<file path="config.mk">
export PLATFORM = sky130hd
export DESIGN_NAME = lidar_udp_packet_parser
export DESIGN_NICKNAME = d
export VERILOG_FILES = /design/src/rtl/core/ludp_pkg.sv /design/src/rtl/core/lidar_udp_packet_parser.sv
export SDC_FILE = /design/constraint.sdc
export NUM_CORES = 1
export LEC_CHECK = 0
export BUFFER_PORTS_ARGS = -buffer_cell sky130_fd_sc_hd__buf_2
export CAP_MARGIN = 20
export CORE_ASPECT_RATIO = 1.75
export CORE_MARGIN = 3
export CORE_UTILIZATION = 60
export DETAILED_ROUTE_END_ITERATION = 12
export PLACE_DENSITY = 0.79
export SYNTH_ARGS = -nofsm -noshare
export SYNTH_HDL_FRONTEND = slang
export SYNTH_SLANG_ARGS = --single-unit
export TNS_END_PERCENT = 50
</file>
<file path="constraint.sdc">
create_clock -name clk -period 5.3 [get_ports clk]
set_input_delay 0.53 -clock clk [delete_from_list [all_inputs] [get_ports clk]]
set_output_delay 0.53 -clock clk [all_outputs]
set_load 0.1 [all_outputs]
</file>
<file path="src/rtl/core/ludp_pkg.sv">
// ----------------------------------------------------------------------------
// ludp_pkg
// Constants, codes and record type for the lidar UDP packet parser.
// ----------------------------------------------------------------------------
package ludp_pkg;

  localparam int FIRING_BLOCKS    = 12;
  localparam int LASERS_PER_BLOCK = 32;
  localparam int ETH_HEADER_BYTES = 14;

  localparam int          PROTO_UDP        = 17;
  localparam int          UDP_HEADER_BYTES = 8;
  localparam int          MIN_IP_HEADER    = 20;
  localparam logic [15:0] LIDAR_PORT_RESET = 16'd2368;

  localparam int POS_W  = 11;
  localparam int CALC_W = POS_W + 1;
  localparam int BC_W   = $clog2(FIRING_BLOCKS + 1);
  localparam int LC_W   = $clog2(LASERS_PER_BLOCK + 1);

  localparam int OUT_DATA_W = 72;

  typedef enum logic {
    KIND_LASER  = 1'b0,
    KIND_STATUS = 1'b1
  } record_kind_t;

  typedef enum logic [2:0] {
    ST_ACCEPTED  = 3'd0,
    ST_SHORT_IHL = 3'd1,
    ST_NOT_UDP   = 3'd2,
    ST_BAD_PORT  = 3'd3,
    ST_EMPTY     = 3'd4
  } frame_status_t;

  typedef struct packed {
    record_kind_t  record_kind;
    logic [3:0]    block_index;
    logic [15:0]   block_identifier;
    logic [15:0]   azimuth;
    logic [4:0]    laser_index;
    logic [15:0]   distance;
    logic [7:0]    intensity;
    frame_status_t frame_status;
    logic          last;
  } record_t;

endpackage

</file>
<file path="src/rtl/core/lidar_udp_packet_parser.sv">
// ----------------------------------------------------------------------------
// lidar_udp_packet_parser
// Parses Ethernet/IPv4/UDP lidar frames byte by byte into return records.
// ----------------------------------------------------------------------------
// Input channel in_*: one frame byte per item, in_tlast on the final byte.
// Output channel out_*: one record per item; out_tuser is the record kind
// (laser return or frame status), out_tlast marks the status record that
// closes a frame. A laser record follows the intensity byte of each return
// in an accepted frame; every frame ends with one status record.
// cfg_wr_en/cfg_wr_data set the UDP destination port (reset value 2368).
// Each accepted byte is parsed in the cycle it is taken; its records are
// written into a four-entry output queue register that drives out_*.
// One byte per cycle while in_tready is high; at most two records a byte.
// in_tready drops only when the queue has fewer than two free entries, i.e.
// while the receiver stalls out_tready; items are held, never dropped.
// Reset (rst_n low, synchronous) clears all frame state and empties the
// queue; the port register returns to 2368.
// ----------------------------------------------------------------------------
module lidar_udp_packet_parser
  import ludp_pkg::*;
(
  input  logic                  clk,
  input  logic                  rst_n,
  input  logic                  cfg_wr_en,
  input  logic [15:0]           cfg_wr_data,
  input  logic                  in_tvalid,
  output logic                  in_tready,
  input  logic [7:0]            in_tdata,   // [7:0] frame_byte
  input  logic                  in_tlast,   // frame_last
  output logic                  out_tvalid,
  input  logic                  out_tready,
  output logic [OUT_DATA_W-1:0] out_tdata,  // block_index, block_identifier,
                                            // azimuth, laser_index, distance,
                                            // intensity, frame_status, zero pad
  output logic                  out_tuser,  // record_kind
  output logic                  out_tlast   // last
);

  localparam logic [CALC_W-1:0] E_POS = CALC_W'(ETH_HEADER_BYTES);
  localparam logic [POS_W-1:0]  POS_MAX = {POS_W{1'b1}};

  logic [15:0]       lidar_port_r;
  logic [POS_W-1:0]  byte_position_r, byte_position_nxt;
  logic [5:0]        ip_header_bytes_r, ip_header_bytes_nxt;
  logic [15:0]       ip_total_length_r, ip_total_length_nxt;
  frame_status_t     reject_code_r, reject_code_nxt;
  logic [7:0]        port_high_byte_r, port_high_byte_nxt;
  logic [7:0]        low_byte_hold_r, low_byte_hold_nxt;
  logic [15:0]       current_identifier_r, current_identifier_nxt;
  logic [15:0]       current_azimuth_r, current_azimuth_nxt;
  logic [15:0]       current_distance_r, current_distance_nxt;
  logic [BC_W-1:0]   block_counter_r, block_counter_nxt;
  logic [LC_W-1:0]   laser_counter_r, laser_counter_nxt;
  logic [1:0]        byte_phase_r, byte_phase_nxt;
  logic              in_block_header_r, in_block_header_nxt;
  logic              walk_done_r, walk_done_nxt;

  record_t           queue_r [4];
  logic [1:0]        wr_ptr_r, rd_ptr_r;
  logic [2:0]        count_r;

  logic              in_fire, out_fire;
  logic [7:0]        b;
  logic [CALC_W-1:0] pos, ihl, payload_start;
  logic              emit_laser;
  record_t           laser_rec, status_rec;
  logic [15:0]       port_word;
  frame_status_t     status_code;

  assign in_tready = (count_r <= 3'd2);
  assign in_fire   = in_tvalid && in_tready;

  assign b             = in_tdata;
  assign pos           = CALC_W'(byte_position_r);
  assign ihl           = CALC_W'(ip_header_bytes_r);
  assign payload_start = E_POS + ihl + CALC_W'(UDP_HEADER_BYTES);
  assign port_word     = {port_high_byte_r, b};

  always_comb begin
    byte_position_nxt      = byte_position_r;
    ip_header_bytes_nxt    = ip_header_bytes_r;
    ip_total_length_nxt    = ip_total_length_r;
    reject_code_nxt        = reject_code_r;
    port_high_byte_nxt     = port_high_byte_r;
    low_byte_hold_nxt      = low_byte_hold_r;
    current_identifier_nxt = current_identifier_r;
    current_azimuth_nxt    = current_azimuth_r;
    current_distance_nxt   = current_distance_r;
    block_counter_nxt      = block_counter_r;
    laser_counter_nxt      = laser_counter_r;
    byte_phase_nxt         = byte_phase_r;
    in_block_header_nxt    = in_block_header_r;
    walk_done_nxt          = walk_done_r;
    emit_laser             = 1'b0;

    if (pos == E_POS) begin
      ip_header_bytes_nxt = {b[3:0], 2'b00};
      if ((CALC_W'({b[3:0], 2'b00}) < CALC_W'(MIN_IP_HEADER)) &&
          (reject_code_r == ST_ACCEPTED)) begin
        reject_code_nxt = ST_SHORT_IHL;
      end
    end else if (pos == E_POS + CALC_W'(2)) begin
      ip_total_length_nxt = {b, 8'h00};
    end else if (pos == E_POS + CALC_W'(3)) begin
      ip_total_length_nxt = {ip_total_length_r[15:8], b};
    end else if (pos == E_POS + CALC_W'(9)) begin
      if ((reject_code_r == ST_ACCEPTED) && (b != 8'(PROTO_UDP))) begin
        reject_code_nxt = ST_NOT_UDP;
      end
    end else if ((reject_code_r == ST_ACCEPTED) && (pos == E_POS + ihl + CALC_W'(2))) begin
      port_high_byte_nxt = b;
    end else if ((reject_code_r == ST_ACCEPTED) && (pos == E_POS + ihl + CALC_W'(3))) begin
      if (port_word != lidar_port_r) begin
        reject_code_nxt = ST_BAD_PORT;
      end else if (ip_total_length_r <= 16'(ip_header_bytes_r) + 16'(UDP_HEADER_BYTES)) begin
        reject_code_nxt = ST_EMPTY;
      end
    end else if ((reject_code_r == ST_ACCEPTED) && (pos > E_POS) &&
                 (pos >= payload_start) && !walk_done_r) begin
      if (in_block_header_r) begin
        unique case (byte_phase_r)
          2'd0: begin
            low_byte_hold_nxt = b;
            byte_phase_nxt    = 2'd1;
          end
          2'd1: begin
            current_identifier_nxt = {b, low_byte_hold_r};
            byte_phase_nxt         = 2'd2;
          end
          2'd2: begin
            low_byte_hold_nxt = b;
            byte_phase_nxt    = 2'd3;
          end
          default: begin
            current_azimuth_nxt = {b, low_byte_hold_r};
            byte_phase_nxt      = 2'd0;
            in_block_header_nxt = 1'b0;
          end
        endcase
      end else if (byte_phase_r == 2'd0) begin
        low_byte_hold_nxt = b;
        byte_phase_nxt    = 2'd1;
      end else if (byte_phase_r == 2'd1) begin
        current_distance_nxt = {b, low_byte_hold_r};
        byte_phase_nxt       = 2'd2;
      end else begin
        byte_phase_nxt = 2'd0;
        emit_laser     = 1'b1;
        if (laser_counter_r + LC_W'(1) >= LC_W'(LASERS_PER_BLOCK)) begin
          laser_counter_nxt   = '0;
          in_block_header_nxt = 1'b1;
          block_counter_nxt   = block_counter_r + BC_W'(1);
          if (block_counter_r + BC_W'(1) >= BC_W'(FIRING_BLOCKS)) begin
            walk_done_nxt = 1'b1;
          end
        end else begin
          laser_counter_nxt = laser_counter_r + LC_W'(1);
        end
      end
    end

    if (in_tlast) begin
      byte_position_nxt      = '0;
      ip_header_bytes_nxt    = '0;
      ip_total_length_nxt    = '0;
      reject_code_nxt        = ST_ACCEPTED;
      port_high_byte_nxt     = '0;
      low_byte_hold_nxt      = '0;
      current_identifier_nxt = '0;
      current_azimuth_nxt    = '0;
      current_distance_nxt   = '0;
      block_counter_nxt      = '0;
      laser_counter_nxt      = '0;
      byte_phase_nxt         = '0;
      in_block_header_nxt    = 1'b1;
      walk_done_nxt          = 1'b0;
    end else if (byte_position_r < POS_MAX) begin
      byte_position_nxt = byte_position_r + POS_W'(1);
    end
  end

  always_comb begin
    status_code = reject_code_r;
    if ((reject_code_r == ST_ACCEPTED) &&
        ((pos + CALC_W'(1) < payload_start) || (pos <= E_POS))) begin
      status_code = ST_EMPTY;
    end

    laser_rec.record_kind      = KIND_LASER;
    laser_rec.block_index      = 4'(block_counter_r);
    laser_rec.block_identifier = current_identifier_r;
    laser_rec.azimuth          = current_azimuth_r;
    laser_rec.laser_index      = 5'(laser_counter_r);
    laser_rec.distance         = current_distance_r;
    laser_rec.intensity        = b;
    laser_rec.frame_status     = ST_ACCEPTED;
    laser_rec.last             = 1'b0;

    status_rec.record_kind      = KIND_STATUS;
    status_rec.block_index      = '0;
    status_rec.block_identifier = '0;
    status_rec.azimuth          = '0;
    status_rec.laser_index      = '0;
    status_rec.distance         = '0;
    status_rec.intensity        = '0;
    status_rec.frame_status     = status_code;
    status_rec.last             = 1'b1;
  end

  // output queue
  logic [1:0] push_cnt;
  logic [2:0] count_nxt;

  assign out_tvalid = (count_r != 3'd0);
  assign out_fire   = out_tvalid && out_tready;
  assign push_cnt   = in_fire ? (2'(emit_laser) + 2'(in_tlast)) : 2'd0;
  assign count_nxt  = count_r + 3'(push_cnt) - 3'(out_fire);

  always_ff @(posedge clk) begin
    if (in_fire) begin
      if (emit_laser) begin
        queue_r[wr_ptr_r] <= laser_rec;
        if (in_tlast) begin
          queue_r[wr_ptr_r + 2'd1] <= status_rec;
        end
      end else if (in_tlast) begin
        queue_r[wr_ptr_r] <= status_rec;
      end
    end
  end

  always_ff @(posedge clk) begin
    if (!rst_n) begin
      wr_ptr_r <= '0;
      rd_ptr_r <= '0;
      count_r  <= '0;
    end else begin
      wr_ptr_r <= wr_ptr_r + push_cnt;
      if (out_fire) begin
        rd_ptr_r <= rd_ptr_r + 2'd1;
      end
      count_r <= count_nxt;
    end
  end

  always_ff @(posedge clk) begin
    if (!rst_n) begin
      lidar_port_r <= LIDAR_PORT_RESET;
    end else if (cfg_wr_en) begin
      lidar_port_r <= cfg_wr_data;
    end
  end

  always_ff @(posedge clk) begin
    if (!rst_n) begin
      byte_position_r      <= '0;
      ip_header_bytes_r    <= '0;
      ip_total_length_r    <= '0;
      reject_code_r        <= ST_ACCEPTED;
      port_high_byte_r     <= '0;
      low_byte_hold_r      <= '0;
      current_identifier_r <= '0;
      current_azimuth_r    <= '0;
      current_distance_r   <= '0;
      block_counter_r      <= '0;
      laser_counter_r      <= '0;
      byte_phase_r         <= '0;
      in_block_header_r    <= 1'b1;
      walk_done_r          <= 1'b0;
    end else if (in_fire) begin
      byte_position_r      <= byte_position_nxt;
      ip_header_bytes_r    <= ip_header_bytes_nxt;
      ip_total_length_r    <= ip_total_length_nxt;
      reject_code_r        <= reject_code_nxt;
      port_high_byte_r     <= port_high_byte_nxt;
      low_byte_hold_r      <= low_byte_hold_nxt;
      current_identifier_r <= current_identifier_nxt;
      current_azimuth_r    <= current_azimuth_nxt;
      current_distance_r   <= current_distance_nxt;
      block_counter_r      <= block_counter_nxt;
      laser_counter_r      <= laser_counter_nxt;
      byte_phase_r         <= byte_phase_nxt;
      in_block_header_r    <= in_block_header_nxt;
      walk_done_r          <= walk_done_nxt;
    end
  end

  record_t head;

  assign head      = queue_r[rd_ptr_r];
  assign out_tuser = head.record_kind;
  assign out_tlast = head.last;
  assign out_tdata = {4'b0000, head.frame_status, head.intensity, head.distance,
                      head.laser_index, head.azimuth, head.block_identifier,
                      head.block_index};

endmodule

</file>
# --- Word-level counts from Yosys, hierarchy flattened ---
# Memory sizes are Yosys's and may differ from the RTL's. A register that Yosys moved wholly into a read port is not among the register bits.
# Index checks and enable logic that the tools add are counted.
totals:
  mem_bits_rw: 280
  reg_bits: 137
  n_memories: 1
  wordCells: 269
  output_inout_bits: 76
classes:
  muxes: 153
  addsub: 15
  n_reduce_logical: 44
  bitwise_logic: 1
  n_eq_ne: 26
  order_cmp: 10
mem_list:
  columns: ["name", "words", "width", "rd", "rd_clocked_by_memory_dff", "wr", "line", "text"]
  rows:
  - ["queue_r", 4, 70, 1, 1, 2, "lidar_udp_packet_parser.sv:58", "record_t queue_r [4];"]
op_table:
  columns: ["op", "n"]
  rows:
  - ["$mux W16", 33]
  - ["$mux W8", 18]
  - ["$mux W6", 14]
  - ["$mux W70", 1]
  - ["$mux W4", 12]
  - ["$mux W1", 46]
  - ["$mux W3", 12]
  - ["$eq A11 B5 Y1 const B", 3]
  - ["$reduce_and A10 Y1", 3]
  - ["$mux W2", 14]
  - ["$mux W11", 2]
  - ["$reduce_and A11 Y1", 2]
  - ["$ne A2 B2 Y1 const B", 9]
  - ["$reduce_bool A2 Y1", 9]
  - ["$le A16 B7 Y1", 1]
  - ["$ne A16 B16 Y1", 1]
  - ["$reduce_and A8 Y1", 2]
  - ["$reduce_and A13 Y1", 1]
  - ["$add A11 B1 Y12 const B", 1]
  - ["$add A12 B2 Y12 const B", 1]
  - ["$add A12 B4 Y12 const B", 1]
  - ["$eq A11 B12 Y1", 1]
  - ["$ge A11 B12 Y1", 1]
  - ["$lt A12 B12 Y1", 1]
  - ["other kinds (44)", 60]

# --- Longest topological paths before layout ---
# Gate-level depths: netlist of the first run.
logic_depth:
  word_depth: 16
  ltp_mapped: 24

# --- Least setup slack after synthesis of the first run ---
# No wires, ideal clock.
synth_timing:
  path_kind: "reg2reg"
  from: "reg ip_header_bytes_r[2]"
  to: "reg count_r[2]"
  path_buffers: 2
  stages_incl_launch_ff: 24
  period_less_slack_ns: 4.457
  setup_time_ns: 0.115
  t_arrival_ns: 4.342
  setup_slack_ns: 0.843
  path_cell_list: "dfxtp_1 > buf_2 > inv_1 > ha_1 > xnor2_1 > ha_1 > xnor2_1 > xnor2_1 > ha_1 > a21oi_1 > maj3_2 > a21o_2 > buf_6 > nor2_1 > ha_1 > nand2_1 > ha_1 > inv_1 > ha_1 > inv_1 > fa_1 > xor2_1 > xnor2_1 > and2_1"
synth_between:
  elab_chain_len: 16
  elab_cells_between_ends: 22
  classes_between: "7 x add/sub; 1 x order compare; 2 x eq/ne; 8 x mux; 4 x reduce/logical"
synth_lines:
  columns: ["element", "line", "text"]
  rows:
  - ["start: declaration", "lidar_udp_packet_parser.sv:44", "logic [5:0] ip_header_bytes_r, ip_header_bytes_nxt;"]
  - ["start signal: assignment", "lidar_udp_packet_parser.sv:272", "ip_header_bytes_r <= ip_header_bytes_nxt;"]
  - ["$add A4 B6 Y7 *", "lidar_udp_packet_parser.sv:76, lidar_udp_packet_parser.sv:110, lidar_udp_packet_parser.sv:112", null]
  - ["$add A12 B4 Y12", "lidar_udp_packet_parser.sv:76", "assign payload_start = E_POS + ihl + CALC_W'(UDP_HEADER_BYTES);"]
  - ["$ge A11 B12 Y1", "lidar_udp_packet_parser.sv:119", "(pos >= payload_start) && !walk_done_r) begin"]
  - ["$logic_and A1 B1 Y1", "lidar_udp_packet_parser.sv:118", "end else if ((reject_code_r == ST_ACCEPTED) && (pos > E_POS) &&"]
  - ["$logic_and A1 B1 Y1", "lidar_udp_packet_parser.sv:119", null]
  - ["$mux W1", "lidar_udp_packet_parser.sv:118", null]
  - ["$mux W1", "lidar_udp_packet_parser.sv:112", "end else if ((reject_code_r == ST_ACCEPTED) && (pos == E_POS + ihl + CALC_W'(3))) begin"]
  - ["$mux W1 *", "lidar_udp_packet_parser.sv:110", "end else if ((reject_code_r == ST_ACCEPTED) && (pos == E_POS + ihl + CALC_W'(2))) begin"]
  - ["$mux W1 *", "lidar_udp_packet_parser.sv:106", "end else if (pos == E_POS + CALC_W'(9)) begin"]
  - ["$mux W1 *", "lidar_udp_packet_parser.sv:104", "end else if (pos == E_POS + CALC_W'(3)) begin"]
  - ["$mux W1 *", "lidar_udp_packet_parser.sv:102", "end else if (pos == E_POS + CALC_W'(2)) begin"]
  - ["$mux W1 *", "lidar_udp_packet_parser.sv:96", "if (pos == E_POS) begin"]
  - ["$add A1 B1 Y2 *", "lidar_udp_packet_parser.sv:216", "assign push_cnt = in_fire ? (2'(emit_laser) + 2'(in_tlast)) : 2'd0;"]
  - ["$mux W2 *", "lidar_udp_packet_parser.sv:216", null]
  - ["$add A3 B2 Y3 *", "lidar_udp_packet_parser.sv:217", "assign count_nxt = count_r + 3'(push_cnt) - 3'(out_fire);"]
  - ["$sub A3 B1 Y3 *", "lidar_udp_packet_parser.sv:217", null]
  - ["end signal: assignment", "lidar_udp_packet_parser.sv:242", "count_r <= count_nxt;"]
  - ["end: declaration", "lidar_udp_packet_parser.sv:60", "logic [2:0] count_r;"]
# Mark *: on every way between the ends. The rest lies on a longest branch, timed or not.
# A chain may end at the register's enable or synchronous reset.

# --- Worst setup path in the final report of the first run ---
# Ends and elaborated chain as after synthesis.

==> results of run 1 <==
Yosys cell counts, types with 30 or more instances:
library cell / number
a22o_1: 307
buf_2: 31
clkbuf_1: 61
dfxtp_1: 401
ha_1: 36
inv_1: 32
mux2i_1: 30
mux4_2: 69
nand2_1: 66
nor2_1: 41
nor2b_1: 118
metal layers:
layer	part of all wire	wire (um)	up-vias	GRT usage
met3	0.048	2070	116	0.02911
met1	0.39	16710	6326	0.3263
met5	0	0	-	0
li1	-	-	5804	-
met4	0.049	2108	0	0.1277
met2	0.52	22240	411	0.4935
kinds of logic after synthesis:
group,count (synthesis),share of synthesized area
AO/OA/AOI/OAI,431,0.2047
XOR/XNOR,38,0.01917
adder cells (fa/ha/maj),38,0.02774
buffers and inverters,163,0.04389
flip-flops,413,0.4831
multiplexers,102,0.1087
other,1,0.0002160
AND/OR/NAND/NOR,355,0.1125
worst min-delay path, delay by kind of cell:
family | cells | cell delay [ns]
buffers and inverters | 1 | 0.08
and+or+nand+nor | 1 | 0.06
muxes | 1 | 0.05
final cells by class:
cell class / instances / area share
sequential: 413 / 0.4385
multi-input combinational: 968 / 0.4326
clock buffer: 59 / 0.05910
timing repair buffer: 122 / 0.03726
tap: 373 / 0.02438
inverter: 33 / 0.006472
clock inverter: 5 / 0.001700
metrics by stage:
| step | setup slack [ns] | area, um2 | std cells |
|---|---|---|---|
| 6_report | 0.3348 | 19140 | 1973 |
| 5_1_grt | 0.01244 | 19140 | 1973 |
| 4_1_cts | 0.3742 | 19140 | 1973 |
| 3_5_place_dp | 0.3853 | 17980 | 1909 |
| 3_3_place_gp | 0.5252 | 17980 | 1909 |
| 2_1_floorplan | 0.8427 | 17370 | 1544 |
sequential cells by signal (all words and copies together) (netlist names), 6 cells and up, named ones only:
register / cells
byte_position_r: 11
queue_r: 276
current_identifier_r: 16
laser_counter_r: 6
current_azimuth_r: 16
low_byte_hold_r: 8
ip_total_length_r: 16
lidar_port_r: 16
port_high_byte_r: 8
current_distance_r: 16
path summary, 6_finish.rpt:
| path | from | to |
|---|---|---|
| min | cfg_wr_data[6] | lidar_port_r[6]$_SDFFE_PN1P_ |
| max | ip_header_bytes_r[2]$_SDFFE_PN0P_ | count_r[2]$_SDFF_PN0_ |
| min reg2reg | queue_r[2][0]$_SDFFE_PP1P_ | queue_r[2][0]$_SDFFE_PP1P_ |
| max reg2reg | ip_header_bytes_r[2]$_SDFFE_PN0P_ | count_r[2]$_SDFF_PN0_ |
report_power, final:
group	leakage, nW	internal [mW]	switching (mW)
clock network	0.573	1.47	1.14
logic	3.73	0.278	0.617
registers	3.34	3.17	0.111
total	7.64	4.92	1.87
==> summary.md, run 1 <==
| Metric | Value |
|---|---|
| Status | `completed` |
| Synthesized area | `~0.017 mm2` |
| WL per Instance | `21.86 um` |
| CTS clk-pin slew, worst paths | `0.06 ns` |
| Drt initial violations | `approximately 880` |
| Slew HR | `0.3458` |
| Initial core utilization | `0.6141` |
| Area contributors post-synth | `dfxtp_1 (46%), a22o_1 (15%), mux4_2 (9.0%), nor2b_1 (4.3%), ha_1 (2.6%)` |
| Diode count | `0` |
| Core area | `between 0.02 and 0.03 mm2` |
| Register area | `approximately 0.0084 mm2` |
| Area fraction of the dominant cell type after synthesis | `0.4623` |
| Max clock buf depth | `3` |
| Total power | `6.785 mW` |
| HP Class | `primary input to flip-flop` |
| Maximum VDD drop | `~320 uV` |
| Post-route DRC | `0` |
| CP Cell Sequence | `inv_1 -> ha_1 -> xnor2_1 -> ha_1 -> xnor2_1 -> xnor2_1 -> ha_1 -> a21oi_1 -> maj3_2 -> a21o_2 -> nor2_1 -> ha_1 -> nand2_1 -> ha_1 -> inv_1 -> ha_1 -> inv_1 -> fa_1 -> xor2_1 -> xnor2_1 -> and2_1` |
| Max-slew violations | `0` |
| Tot GR Track Use | `0.2742` |
| Register area share after synthesis | `0.4831` |
| I/O Buffers | `101` |
| First-pass GRT wire length | `between 60,000 and 70,000 um` |
| CP delay by family, top | `adder cells` |
| Largest net degree at the start of global routing | `76` |
| Crit path launch type | `flip-flop` |
| Area Growth Syn to Fin | `10.23%` |
| Die height | `between 200 and 250 um` |
| Ports | `106` |
| Row cnt | `between 80 and 90` |
| H-tree levels | `2` |
| CTS tree | `yes` |
| NumNets Final | `around 1,600` |
| Yosys Warn Count | `0` |
| Synth Area per Inst | `roughly 11 um2` |
| Fill cells | `2,086` |
| Worst R2R Setup Slack | `between 0.3 and 0.4 ns` |
| CTS Hold Bufs | `0` |
| WHS | `0.2229 ns` |
| Post-DP HPWL | `~27,000 um` |
| Clock Sinks | `slightly above 400` |
| Distinct cells, synth | `64` |
| Max Clk Rate | `roughly 200 MHz` |
| Worst Path Arrival | `between 5 and 6 ns` |
| Buf/Inv on CP | `3` |
| Root Buffer | `clkbuf_16` |
| Area of the multi-input gates | `a little over 0.008 mm2` |
| Finished Core Util | `0.6769` |
| PostCTS Resize Cnt | `0` |
| Setup repair bufs after CTS | `0` |
| CP Capture Type | `flip-flop` |
| Most used DFF post-synth | `dfxtp_1` |
| Vias/cell | `6.415` |
| Clock latency on the worst-skew pair | `between 0.5 and 0.6 ns` |
| Final Hold Violating Endpoints | `0` |
| Clock buffer count from CTS | `37` |
| Post-synth EDFFs | `12` |
| Worst R2R Path Depth | `21` |
| P per Cell Area | `approximately 350 mW/mm2` |
| Total grt overflow | `0` |
| Total wire length | `43,130 um` |
| Commonest cells after routing, fill and taps aside | `dfxtp_1 (399), a22o_1 (307), nor2b_1 (118), buf_2 (101), mux4_2 (69)` |
| Flops & latches, synth | `between 400 and 500` |
| Cells after synthesis | `approximately 1,500` |
| Layout cells sized above 1 | `0.1700` |
| Most common cell after layout, fill and taps aside | `dfxtp_1` |
| DRT Pass-1 Iters | `5` |
| Critical path depth | `21` |
| RSZ-0062 raised after global routing | `false` |
| Initial antenna violation count | `0` |
| Post-synth top area cell | `dfxtp_1` |
| Total of max-cap violations | `0` |
| CP Max Fanout | `12` |
| Post-DRT Antenna Nets | `0` |
| Worst Path Required | `around 5.7 ns` |
| Final setup fails | `0` |
| Die area | `between 0.03 and 0.04 mm2` |
| Setup TNS | `0 ns` |
| Die Width | `134.6 um` |
| CP max stage cell | `dfxtp_1` |
| RePlAce Congestion | `0.9347` |
| Vias in the first global route | `~13,000` |
| Min cycle time layout | `about 5 ns` |
| Setup Skew | `about 0.013 ns` |
| Slew @ Worst Pin | `0.9813 ns` |
| Crit path largest cell delay | `0.53 ns` |
| Vias | `between 10,000 and 15,000` |
| Cells on Worst Hold Path | `3` |
| Asr flop ratio synth | `0` |
| Worst Setup Path Type | `flip-flop to flip-flop` |
| Fin crit share | `0.9368` |
| Leak | `~7.6 nW` |
| Most frequent CP cell | `ha_1` |
Note: power is estimated with default switching activity, not from simulation.
==> run 2: changes to the inputs <==
Settings changed: SETUP_SLACK_MARGIN from default to 0.4.
==> run 2 against run 1 <==
  * Sequential power barely moved
  * Fmax rose by 8.2%
  * Clock skew about the same
  * Clock power hardly changed
  * Global-route usage barely moved
  * Total power barely moved
  * Largest cell class unchanged
==> summary.md, run 2 (synthesis results as in run 1) <==
| Metric | Value |
|---|---|
| Status | `completed (unchanged)` |
| Final setup fails | `0 (unchanged)` |
| Worst R2R Path Depth | `21 (unchanged)` |
| Most frequent CP cell | `ha_1 (unchanged)` |
| DRT Pass-1 Iters | `5 (unchanged)` |
| Clock latency on the worst-skew pair | `0.53 ns (about the same)` |
| Core area | `0.02828 mm2 (unchanged)` |
| CP Max Fanout | `12 (unchanged)` |
| Critical path depth | `21 (unchanged)` |
| Die height | `231.0 um (unchanged)` |
| P per Cell Area | `354.4 mW/mm2 (was 354.5 mW/mm2)` |
| Setup TNS | `0 ns (unchanged)` |
| Maximum VDD drop | `321.3 uV (was 317.9 uV)` |
| First-pass GRT wire length | `68,860 um (was 68,870 um)` |
| RePlAce Congestion | `0.9347 (unchanged)` |
| Slew @ Worst Pin | `1.001 ns (was 0.9813 ns)` |
| Diode count | `0 (unchanged)` |
| Die Width | `134.6 um (unchanged)` |
| Clock buffer count from CTS | `37 (unchanged)` |
| Root Buffer | `clkbuf_16 (unchanged)` |
| I/O Buffers | `101 (unchanged)` |
| CP Capture Type | `flip-flop (unchanged)` |
| Worst Setup Path Type | `flip-flop to flip-flop (unchanged)` |
| Worst r2r src | `ip_header_bytes_r[2]$_SDFFE_PN0P_ (unchanged)` |
| Worst Setup SP | `ip_header_bytes_r[2]$_SDFFE_PN0P_ (unchanged)` |
| HP Class | `primary input to flip-flop (unchanged)` |
| Total wire length | `43,170 um (was 43,130 um)` |
| Worst Path Arrival | `5.01 ns (was 5.39 ns)` |
| Slew HR | `0.3326 (was 0.3458)` |
| Layout cells sized above 1 | `0.1713 (was 0.1700)` |
| Max clock buf depth | `3 (unchanged)` |
| Total of max-cap violations | `0 (unchanged)` |
| Post-Layout Cell Count | `1,973 (unchanged)` |
| Post-route DRC | `0 (unchanged)` |
| Row cnt | `81 (unchanged)` |
| Drt initial violations | `843 (was 884)` |
| Total grt overflow | `0 (unchanged)` |
| H-tree levels | `2 (unchanged)` |
| Tot GR Track Use | `0.2742 (about the same)` |
| Post-DP HPWL | `27,170 um (unchanged)` |
| Ports | `106 (unchanged)` |
| Clock Sinks | `413 (unchanged)` |
| Post-DRT Antenna Nets | `0 (unchanged)` |
| Finished Core Util | `0.6772 (was 0.6769)` |
| CP delay by family, top | `adder cells (unchanged)` |
| CTS Hold Bufs | `0 (unchanged)` |
| NumNets Final | `1,642 (unchanged)` |
| Buf/Inv on CP | `3 (unchanged)` |
| WL per Instance | `21.88 um (was 21.86 um)` |
| CP Cell Sequence | `inv_1 -> ha_1 -> xnor2_1 -> ha_1 -> xnor2_1 -> xnor2_1 -> ha_1 -> a21oi_1 -> maj3_2 -> a21o_2 -> nor2_4 -> ha_1 -> nand2_1 -> ha_1 -> inv_1 -> ha_1 -> inv_1 -> fa_1 -> xor2_1 -> xnor2_1 -> and2_1 (was inv_1 -> ha_1 -> xnor2_1 -> ha_1 -> xnor2_1 -> xnor2_1 -> ha_1 -> a21oi_1 -> maj3_2 -> a21o_2 -> nor2_1 -> ha_1 -> nand2_1 -> ha_1 -> inv_1 -> ha_1 -> inv_1 -> fa_1 -> xor2_1 -> xnor2_1 -> and2_1)` |
| Max-slew violations | `0 (unchanged)` |
| Most common cell after layout, fill and taps aside | `dfxtp_1 (unchanged)` |
| Initial antenna violation count | `0 (unchanged)` |
| CTS tree | `yes (unchanged)` |
| Reg2reg end | `count_r[2]$_SDFF_PN0_ (unchanged)` |
| Crit path largest cell delay | `0.44 ns (was 0.53 ns)` |
| Initial core utilization | `0.6141 (unchanged)` |
| Crit path launch type | `flip-flop (unchanged)` |
| Min cycle time layout | `4.590 ns (was 4.965 ns)` |
| Area Growth Syn to Fin | `10.28% (was 10.23%)` |
| CP max stage cell | `dfxtp_2 (was dfxtp_1)` |
| Vias in the first global route | `12,885 (was 12,890)` |
| Fin crit share | `0.8660 (was 0.9368)` |
| Final Hold Violating Endpoints | `0 (unchanged)` |
| Vias/cell | `6.427 (was 6.415)` |
| Critical path capture point | `count_r[2]$_SDFF_PN0_ (unchanged)` |
| Worst R2R Setup Slack | `0.71 ns (was 0.33 ns)` |
| Worst Path Required | `5.72 ns (about the same)` |
| Leak | `7.644 nW (was 7.643 nW)` |
| Die area | `0.03110 mm2 (unchanged)` |
| RSZ-0062 raised after global routing | `false (unchanged)` |
| Inst Count DP | `1,909 (unchanged)` |
| Max reg flops | `276 (unchanged)` |
| Most flop-heavy register | `queue_r (unchanged)` |
| Largest net degree at the start of global routing | `76 (unchanged)` |
| Vias | `12,680 (was 12,657)` |
| Max Clk Rate | `217.9 MHz (was 201.4 MHz)` |
| Commonest cells after routing, fill and taps aside | `dfxtp_1 (398), a22o_1 (307), nor2b_1 (118), buf_2 (101), mux4_2 (69) (was dfxtp_1 (399), a22o_1 (307), nor2b_1 (118), buf_2 (101), mux4_2 (69))` |
| Setup Skew | `0.01293 ns (was 0.01313 ns)` |
| Setup repair bufs after CTS | `0 (unchanged)` |
| Fill cells | `2,088 (was 2,086)` |
| CTS clk-pin slew, worst paths | `0.06 ns (about the same)` |
==> run 2: cell counts in the layout (fill, tap and decap cells not counted) <==
No cell type changed its count.
==> run 2: repair_timing <==
item / in CTS / in global routing
hold endpoints to repair: 0 / 0
endpoints found under the setup margin: 1 / 137
gates resized for setup: 1 / 2
==> run 2: how the worst min path moves through the flow <==
stage	cells past startpoint	from	to	slack, ns
6_report	3	cfg_wr_data[6]	lidar_port_r[6]$_SDFFE_PN1P_	0.22
4_1_cts	3	cfg_wr_data[6]	lidar_port_r[6]$_SDFFE_PN1P_	0.21
3_3_place_gp	1	queue_r[0][0]$_SDFFE_PP1P_	queue_r[0][0]$_SDFFE_PP1P_	0.44
3_5_place_dp	1	queue_r[2][0]$_SDFFE_PP1P_	queue_r[2][0]$_SDFFE_PP1P_	0.44
5_1_grt	3	cfg_wr_data[6]	lidar_port_r[6]$_SDFFE_PN1P_	0.23
2_1_floorplan	1	queue_r[1][0]$_SDFFE_PP1P_	queue_r[1][0]$_SDFFE_PP1P_	0.42
==> run 2: final cells by class <==
| cell class | instances | area [um2] | area share |
|---|---|---|---|
| clock buffer | 59 | 1131 | 0.05907 |
| clock inverter | 5 | 32.53 | 0.001699 |
| inverter | 33 | 123.9 | 0.006469 |
| multi-input combinational | 968 | 8287 | 0.4328 |
| sequential | 413 | 8394 | 0.4384 |
| tap | 373 | 466.7 | 0.02437 |
| timing repair buffer | 122 | 713.2 | 0.03725 |
==> run 2: report_power, final <==
part           switching, mW  leakage [nW]  total [mW]  internal (mW)
sequential             0.112          3.34        3.29           3.17
combinational          0.618          3.73       0.896          0.278
clock                   1.14         0.573        2.60           1.47
==> run 2: worst register-to-register path, stage by stage (launching register included) <==
cell and delay, ns:
dfxtp_2 0.44, inv_1 0.07, ha_1 0.27, xnor2_1 0.17, ha_1 0.28, xnor2_1 0.23
xnor2_1 0.13, ha_1 0.29, a21oi_1 0.06, maj3_2 0.32, a21o_2 0.36, nor2_4 0.25
ha_1 0.27, nand2_1 0.09, ha_1 0.24, inv_1 0.05, ha_1 0.12, inv_1 0.05
fa_1 0.36, xor2_1 0.16, xnor2_1 0.12, and2_1 0.15
==> run 2: metal layers <==
layer	global-route usage	share of wire	vias up
met1	0.3261	0.39	6346
met5	0	0	-
met2	0.4937	0.52	420
met3	0.02911	0.048	115
li1	-	-	5799
met4	0.1274	0.048	0
==> run 2: stage by stage <==
step / area [um2] / hold slack, ns / power, mW / worst slack, ns
2_1_floorplan: 17370 / 0.4210 / 4.048 / 0.8427
3_3_place_gp: 17980 / 0.4370 / 4.245 / 0.5252
3_5_place_dp: 17980 / 0.4398 / 4.253 / 0.3853
4_1_cts: 19140 / 0.2120 / 6.828 / 0.5121
5_1_grt: 19150 / 0.2312 / 7.003 / 0.4244
6_report: 19150 / 0.2242 / 6.786 / 0.7102
